--- src/hdl/mnsp_pkg.sv ---
// Shared types, constants and command/status structs of the MIDI note span pairer.
package mnsp_pkg;

    localparam int MAX_SPANS         = 256;
    localparam int CHANNELS          = 16;
    localparam int NOTES_PER_CHANNEL = 128;
    localparam int TICK_BITS         = 24;

    localparam int FUNC_W   = 2;
    localparam int INDEX_W  = 16;
    localparam int TICK_W   = 24;
    localparam int END_W    = 25;
    localparam int LEN_W    = 2;
    localparam int STATUS_W = 8;
    localparam int CH_W     = 4;
    localparam int NOTE_W   = 7;
    localparam int VEL_W    = 7;
    localparam int SLOT_W   = CH_W + NOTE_W;
    localparam int SLOTS    = 1 << SLOT_W;

    // valid bits are packed into words; one word covers VWORD_BITS slots
    localparam int VBIT_W     = 4;
    localparam int VWORD_BITS = 1 << VBIT_W;
    localparam int VADDR_W    = SLOT_W - VBIT_W;
    localparam int VWORDS     = 1 << VADDR_W;

    localparam int DATA_W = INDEX_W + TICK_W + VEL_W;
    localparam int SPAN_W = $clog2(MAX_SPANS + 1);

    localparam logic [TICK_W-1:0] TICK_MASK    = TICK_W'((64'd1 << TICK_BITS) - 64'd1);
    localparam logic [TICK_W-1:0] DEFAULT_LOOP = TICK_W'(96 * 4);

    localparam logic [FUNC_W-1:0] FUNC_CLEAR = 2'd0;
    localparam logic [FUNC_W-1:0] FUNC_EVENT = 2'd1;
    localparam logic [FUNC_W-1:0] FUNC_FLUSH = 2'd2;

    localparam logic [LEN_W-1:0]  MSG_LEN_FULL  = 2'd3;
    localparam logic [3:0]        KIND_NOTE_ON  = 4'h9;
    localparam logic [3:0]        KIND_NOTE_OFF = 4'h8;

    typedef struct packed {
        logic [FUNC_W-1:0]   func;
        logic [INDEX_W-1:0]  event_index;
        logic [TICK_W-1:0]   tick;
        logic [LEN_W-1:0]    msg_len;
        logic [STATUS_W-1:0] status_byte;
        logic [NOTE_W-1:0]   data_one;
        logic [VEL_W-1:0]    data_two;
    } t_in_item;

    typedef struct packed {
        logic                found;
        logic [INDEX_W-1:0]  on_index;
        logic [INDEX_W-1:0]  off_index;
        logic                off_implicit;
        logic [TICK_W-1:0]   start_tick;
        logic [END_W-1:0]    stop_tick;
        logic [CH_W-1:0]     channel;
        logic [NOTE_W-1:0]   note_number;
        logic [VEL_W-1:0]    velocity;
    } t_out_item;

    typedef enum logic [3:0] {
        ST_CLEAR,
        ST_IDLE,
        ST_EV_READ,
        ST_EV_DONE,
        ST_SCAN_READ,
        ST_SCAN_CHECK,
        ST_FL_READ,
        ST_EMIT_SPAN,
        ST_EMIT_NONE
    } t_state;

    typedef struct packed {
        logic accept;
        logic clear_start;
        logic sweep_wr;
        logic scan_next;
        logic rd_scan;
        logic slot_from_scan;
        logic note_on_wr;
        logic emit_span;
        logic emit_none;
    } t_cmd;

    typedef struct packed {
        logic [FUNC_W-1:0] in_func;
        logic              at_limit;
        logic              ev_ok;
        logic              note_on;
        logic              note_off;
        logic              slot_open;
        logic              word_hit;
        logic              scan_last;
        logic              sweep_last;
        logic              out_free;
    } t_stat;

endpackage

--- src/hdl/mnsp_ctrl.sv ---
// Controller: sequences table sweep, event read-modify-write and flush scan.
module mnsp_ctrl (
    input  logic            i_clk,
    input  logic            i_rst_n,
    input  logic            i_in_valid,
    output logic            o_in_ready,
    input  mnsp_pkg::t_stat i_stat,
    output mnsp_pkg::t_cmd  o_cmd
);
    import mnsp_pkg::*;

    t_state r_state;
    t_state n_state;

    always_ff @(posedge i_clk) begin
        if (!i_rst_n) begin
            r_state <= ST_CLEAR;
        end else begin
            r_state <= n_state;
        end
    end

    always_comb begin
        n_state    = r_state;
        o_cmd      = '0;
        o_in_ready = 1'b0;
        unique case (r_state)
            ST_CLEAR: begin
                o_cmd.sweep_wr = 1'b1;
                if (i_stat.sweep_last) begin
                    n_state = ST_IDLE;
                end
            end
            ST_IDLE: begin
                o_in_ready = 1'b1;
                if (i_in_valid) begin
                    o_cmd.accept = 1'b1;
                    unique case (i_stat.in_func)
                        FUNC_CLEAR: begin
                            o_cmd.clear_start = 1'b1;
                            n_state = ST_CLEAR;
                        end
                        FUNC_EVENT: n_state = ST_EV_READ;
                        FUNC_FLUSH: n_state = i_stat.at_limit ? ST_EMIT_NONE : ST_SCAN_READ;
                        default:    n_state = ST_IDLE;
                    endcase
                end
            end
            ST_EV_READ: begin
                n_state = i_stat.ev_ok ? ST_EV_DONE : ST_IDLE;
            end
            ST_EV_DONE: begin
                if (i_stat.note_on) begin
                    o_cmd.note_on_wr = 1'b1;
                    n_state = ST_IDLE;
                end else if (i_stat.note_off && i_stat.slot_open) begin
                    n_state = ST_EMIT_SPAN;
                end else begin
                    n_state = ST_IDLE;
                end
            end
            ST_SCAN_READ: begin
                o_cmd.rd_scan = 1'b1;
                n_state = ST_SCAN_CHECK;
            end
            ST_SCAN_CHECK: begin
                o_cmd.rd_scan = 1'b1;
                if (i_stat.word_hit) begin
                    o_cmd.slot_from_scan = 1'b1;
                    n_state = ST_FL_READ;
                end else if (i_stat.scan_last) begin
                    n_state = ST_EMIT_NONE;
                end else begin
                    o_cmd.scan_next = 1'b1;
                    n_state = ST_SCAN_READ;
                end
            end
            ST_FL_READ: begin
                n_state = ST_EMIT_SPAN;
            end
            ST_EMIT_SPAN: begin
                if (i_stat.out_free) begin
                    o_cmd.emit_span = 1'b1;
                    n_state = ST_IDLE;
                end
            end
            ST_EMIT_NONE: begin
                if (i_stat.out_free) begin
                    o_cmd.emit_none = 1'b1;
                    n_state = ST_IDLE;
                end
            end
            default: n_state = ST_IDLE;
        endcase
    end
endmodule

--- config.mk ---
export PLATFORM = sky130hd
export DESIGN_NAME = mnsp_ctrl
export DESIGN_NICKNAME = d
export VERILOG_FILES = /design/src/hdl/mnsp_pkg.sv /design/src/hdl/mnsp_ctrl.sv
export SDC_FILE = /design/constraint.sdc
export NUM_CORES = 1
export LEC_CHECK = 0
export BUFFER_PORTS_ARGS = -buffer_cell sky130_fd_sc_hd__buf_2
export CAP_MARGIN = 30
export CORE_MARGIN = 4
export CORE_UTILIZATION = 30
export DETAILED_ROUTE_END_ITERATION = 12
export HOLD_SLACK_MARGIN = 0.03
export PLACE_DENSITY_LB_ADDON = 0.3
export SYNTH_ARGS = -nofsm -noshare
export SYNTH_HDL_FRONTEND = slang
export SYNTH_SLANG_ARGS = --single-unit
--- constraint.sdc ---
create_clock -name i_clk -period 1.6 [get_ports i_clk]
set_input_delay 0 -clock i_clk [delete_from_list [all_inputs] [get_ports i_clk]]
set_output_delay 0 -clock i_clk [all_outputs]
set_load 0.01 [all_outputs]
==> impl_metrics.prom <==
# TYPE chip_impl_metric gauge
chip_impl_metric{name="slew_viol_final",unit=""} 0
chip_impl_metric{name="htree_num_levels",unit=""} 1
chip_impl_metric{name="post_layout_nonfiller_instances",unit=""} 97
chip_impl_info{name="ctsRootBufferMaster",value="sky130_fd_sc_hd__clkbuf_4"} 1
chip_impl_info{name="tritoncts",value="built"} 1
chip_impl_metric{name="initial_utilization",unit="%"} 32.7
chip_impl_metric{name="clock.fmax",unit="MHz"} 695
chip_impl_metric{name="die_width",unit="um"} 46.2
chip_impl_info{name="rsz_0062_raised_after_global_routing",value="no"} 1
chip_impl_metric{name="synthesis.yosys.warnings",unit=""} 0
chip_impl_metric{name="p_total",unit="mW"} 0.300
chip_impl_metric{name="timing.hold.worst_path_depth",unit=""} 4
chip_impl_metric{name="via_count",unit=""} 501
chip_impl_metric{name="setup-tns-final",unit="ns"} 0
chip_impl_metric{name="detail-route-antenna-nets",unit=""} 0
chip_impl_metric{name="tritoncts.num_buffers",unit=""} 3
chip_impl_metric{name="vdd_ir_drop_max",unit="uV"} 421
chip_impl_info{name="critical-path-slowest-cell",value="sky130_fd_sc_hd__dfxtp_1"} 1
chip_impl_metric{name="number_of_global_route_vias_before_repair",unit=""} 467
chip_impl_info{name="endpoint_worst_hold",value="r_state[2]$_SDFFE_PN0P_"} 1
chip_impl_metric{name="netSwitchingPower",unit="mW"} 0.0759
chip_impl_info{name="hp-class",value="primary input to register"} 1
chip_impl_metric{name="worst_path_largest_cell_delay",unit="ns"} 0.53
chip_impl_metric{name="maxcap_viol_count",unit=""} 0
chip_impl_metric{name="stdcell_area",unit="um2"} 601
chip_impl_metric{name="sequential_cell_area_fraction_in_the_yosys_report",unit="%"} 18.3
chip_impl_metric{name="synth_enable_flop_cells",unit=""} 0
chip_impl_metric{name="wire_length_after_detailed_routing",unit="um"} 1180
chip_impl_metric{name="setup-violations-final",unit=""} 0
chip_impl_metric{name="num-nets-final",unit=""} 98
chip_impl_info{name="post-synth-top-count-cell",value="sky130_fd_sc_hd__nor2_1"} 1
chip_impl_metric{name="grt_first_pass_wirelength",unit="um"} 1950
chip_impl_info{name="crit_path_frequent_cell",value="sky130_fd_sc_hd__a21oi_1"} 1
chip_impl_metric{name="n_antenna_cell",unit=""} 0
chip_impl_info{name="r2r-end",value="r_state[2]$_SDFFE_PN0P_"} 1
chip_impl_info{name="cp_cell_sequence",value="and2_4 -> nor4b_1 -> buf_4 -> a21oi_1 -> a21oi_1"} 1
chip_impl_metric{name="drt-pass1-iter-count",unit=""} 4
chip_impl_metric{name="required",unit="ns"} 1.75
chip_impl_metric{name="finClkSkew",unit="ns"} 0.000122
chip_impl_metric{name="portion_of_the_clock_cycle_consumed_by_the_worst_path_in_the_final_layout",unit="%"} 89.9
chip_impl_info{name="yosys-top-cells-count",value="sky130_fd_sc_hd__nor2_1, sky130_fd_sc_hd__a21oi_1, sky130_fd_sc_hd__dfxtp_1, sky130_fd_sc_hd__nand2_1"} 1
chip_impl_metric{name="power.static_leakage",unit="nW"} 0.286
chip_impl_metric{name="drc_errors",unit=""} 0
chip_impl_metric{name="track_usage",unit="%"} 12.9
chip_impl_metric{name="crit_path_max_fanout",unit=""} 10
chip_impl_info{name="top_regs",value="r_state x4"} 1
chip_impl_metric{name="routed_via_density",unit=""} 5.16
chip_impl_metric{name="placedCellCount",unit=""} 92
chip_impl_metric{name="number_of_antenna_violations_at_the_first_check_in_global_routing",unit=""} 0
chip_impl_info{name="worstSetupEndpointType",value="register"} 1
chip_impl_metric{name="max-slew-margin-rel",unit="%"} 73.7
chip_impl_metric{name="tightestPinTransition",unit="ns"} 0.394
chip_impl_metric{name="final_period_minus_worst_setup_slack",unit="ns"} 1.44
chip_impl_metric{name="holdWs",unit="ns"} 0.138
chip_impl_metric{name="routabilityCongestion",unit=""} 0.762
chip_impl_info{name="synthTopCellsByArea",value="sky130_fd_sc_hd__dfxtp_1, sky130_fd_sc_hd__and4b_1, sky130_fd_sc_hd__nor2_1, sky130_fd_sc_hd__nor4b_4, sky130_fd_sc_hd__a21oi_1"} 1
chip_impl_metric{name="layout-drive-gt1-share",unit="%"} 40.2
chip_impl_metric{name="dpl.hpwl",unit="um"} 921
chip_impl_metric{name="reg2reg_setup_slack",unit="ns"} 0.16
chip_impl_metric{name="number_of_buffers_inserted_by_port_buffering",unit=""} 23
chip_impl_metric{name="cp.arrival",unit="ns"} 1.59
chip_impl_metric{name="globalRouteOverflowTotal",unit=""} 0
chip_impl_metric{name="synth_top_area_share",unit="%"} 18.3
chip_impl_metric{name="synthArstFlopShare",unit="%"} 0
chip_impl_info{name="ys_dominant_reg_cell",value="sky130_fd_sc_hd__dfxtp_1"} 1
chip_impl_metric{name="sw_share",unit="%"} 25.3
chip_impl_metric{name="cellPowerDensity",unit="nW/um2"} 499
chip_impl_info{name="yosys.area.top_type",value="sky130_fd_sc_hd__dfxtp_1"} 1
chip_impl_metric{name="internal_power",unit="mW"} 0.224
chip_impl_metric{name="die_y_extent",unit="um"} 46.2
chip_impl_metric{name="nets_in_the_synthesized_netlist",unit=""} 70
chip_impl_metric{name="worst_r2r_path_depth",unit=""} 5
chip_impl_metric{name="synthesized_area",unit="um2"} 437
chip_impl_metric{name="clockPowerShare",unit="%"} 40.4
chip_impl_metric{name="rows",unit=""} 13
chip_impl_metric{name="post_drt_wl_per_cell",unit="um"} 12.1
chip_impl_metric{name="io_pins",unit=""} 24
chip_impl_metric{name="floorplan.die_area",unit="um2"} 2130
chip_impl_metric{name="flip_flop_count_of_the_largest_register_all_copies_and_words_added",unit=""} 4
chip_impl_info{name="launch_instance_of_the_worst_register_to_register_path",value="r_state[1]$_SDFFE_PN0P_"} 1
chip_impl_metric{name="area_growth",unit="%"} 37.5
chip_impl_info{name="critical_path.startpoint_type",value="register"} 1
chip_impl_metric{name="placed_cell_area",unit="um2"} 557
chip_impl_metric{name="grt_start_max_net_pins",unit=""} 18
chip_impl_metric{name="floorplan.core_area",unit="um2"} 1330
chip_impl_metric{name="synthCells",unit=""} 56
chip_impl_info{name="status",value="finished clean"} 1
chip_impl_metric{name="clk_latency",unit="ns"} 0.23
chip_impl_info{name="largest-register",value="r_state"} 1
chip_impl_metric{name="synth.ff_latch_count",unit=""} 4
chip_impl_info{name="timing_worst_setup_path_type",value="register to register"} 1
chip_impl_metric{name="ys_types",unit=""} 29
chip_impl_metric{name="cts_post_setup_buffers_inserted",unit=""} 0
chip_impl_info{name="min-delay-start",value="i_stat[0]"} 1
chip_impl_metric{name="clk_path_buf_depth",unit=""} 2
chip_impl_metric{name="drtIter0Drc",unit=""} 9
chip_impl_metric{name="p_seq_share",unit="%"} 36.4
chip_impl_metric{name="cts_num_sinks",unit=""} 4
chip_impl_metric{name="syn-mean-instance-area",unit="um2"} 7.80
chip_impl_metric{name="clkSlewWorstSetupHoldPaths",unit="ns"} 0.04
chip_impl_metric{name="combPwrFrac",unit="%"} 23.2
chip_impl_metric{name="number_of_hold_violations_in_the_final_report",unit=""} 0
-- worst max-delay path by stage --
stage,slack [ns],start,endpoint
after floorplan,0.30,r_state[1]$_SDFFE_PN0P_,r_state[3]$_SDFFE_PN0P_
after global placement,0.10,r_state[2]$_SDFFE_PN0P_,r_state[2]$_SDFFE_PN0P_
after detailed placement,0.08,r_state[2]$_SDFFE_PN0P_,r_state[1]$_SDFFE_PN0P_
after CTS,0.07,r_state[2]$_SDFFE_PN0P_,r_state[1]$_SDFFE_PN0P_
after global routing,0.02,r_state[1]$_SDFFE_PN0P_,r_state[2]$_SDFFE_PN0P_
final,0.16,r_state[1]$_SDFFE_PN0P_,r_state[2]$_SDFFE_PN0P_
-- cell usage in the layout (no fill, tap or decap), drive strengths merged, types with 2 or more instances in the layout --
cell / count
a2111oi: 2
a211oi: 2
a21oi: 4
and2: 2
and4b: 3
buf: 24
clkbuf: 3
dfxtp: 4
dlygate4sd3: 2
inv: 3
nand2: 4
nand2b: 3
nor2: 7
nor2b: 2
nor3: 3
nor4b: 3
o21a: 2
-- per-layer routing --
metal | global-route usage (%) | wire length (um) | up-vias
li1 | - | - | 265
met1 | 15.9 | 546 | 226
met2 | 20.6 | 596 | 10
met3 | 3.91 | 34 | 0
met4 | 5.11 | 0 | 0
met5 | 0 | 0 | -
-- cell type report --
cell class	instances	area, um2
fill	154	733
multi-input combinational	46	324
timing repair buffer	26	143
sequential	4	81.3
clock buffer	3	22.5
tap	15	18.8
inverter	3	11.3
-- worst max-delay path: cells and delay by family (launching register included) --
kind            cells  cell delay [ns]
simple gates        2             0.49
compound gates      2             0.18
flops               1             0.53
buf+inv             1             0.17
-- timing repair --
action,in CTS,in global routing
hold buffers,2,0
resized for setup,0,1
endpoints found under the hold margin,2,0
setup endpoints to repair,0,3
-- power groups by stage --
stage	clock, mW	sequential, mW	combinational [mW]
5_1_grt	0.140	0.109	0.0771
2_1_floorplan	0	0.108	0.0352
3_3_place_gp	0	0.111	0.0647
4_1_cts	0.129	0.109	0.0700
3_5_place_dp	0	0.110	0.0659
6_report	0.121	0.109	0.0696
-- logic make-up (layout without fill, tap and decap cells) --
logic type | after synthesis | after routing | share of synthesized area [%]
compound gates | 13 | 13 | 21.5
buf+inv | 6 | 32 | 7.45
flops | 4 | 4 | 18.3
simple gates | 33 | 33 | 52.7
-- per-stage QoR --
step | util [%] | setup WS (ns)
final | 45.0 | 0.161
after global routing | 45.0 | 0.0227
after CTS | 44.9 | 0.0655
after detailed placement | 41.7 | 0.0756
after global placement | 41.7 | 0.103
after floorplan | - | 0.304
(Power assumes the default switching activity.)
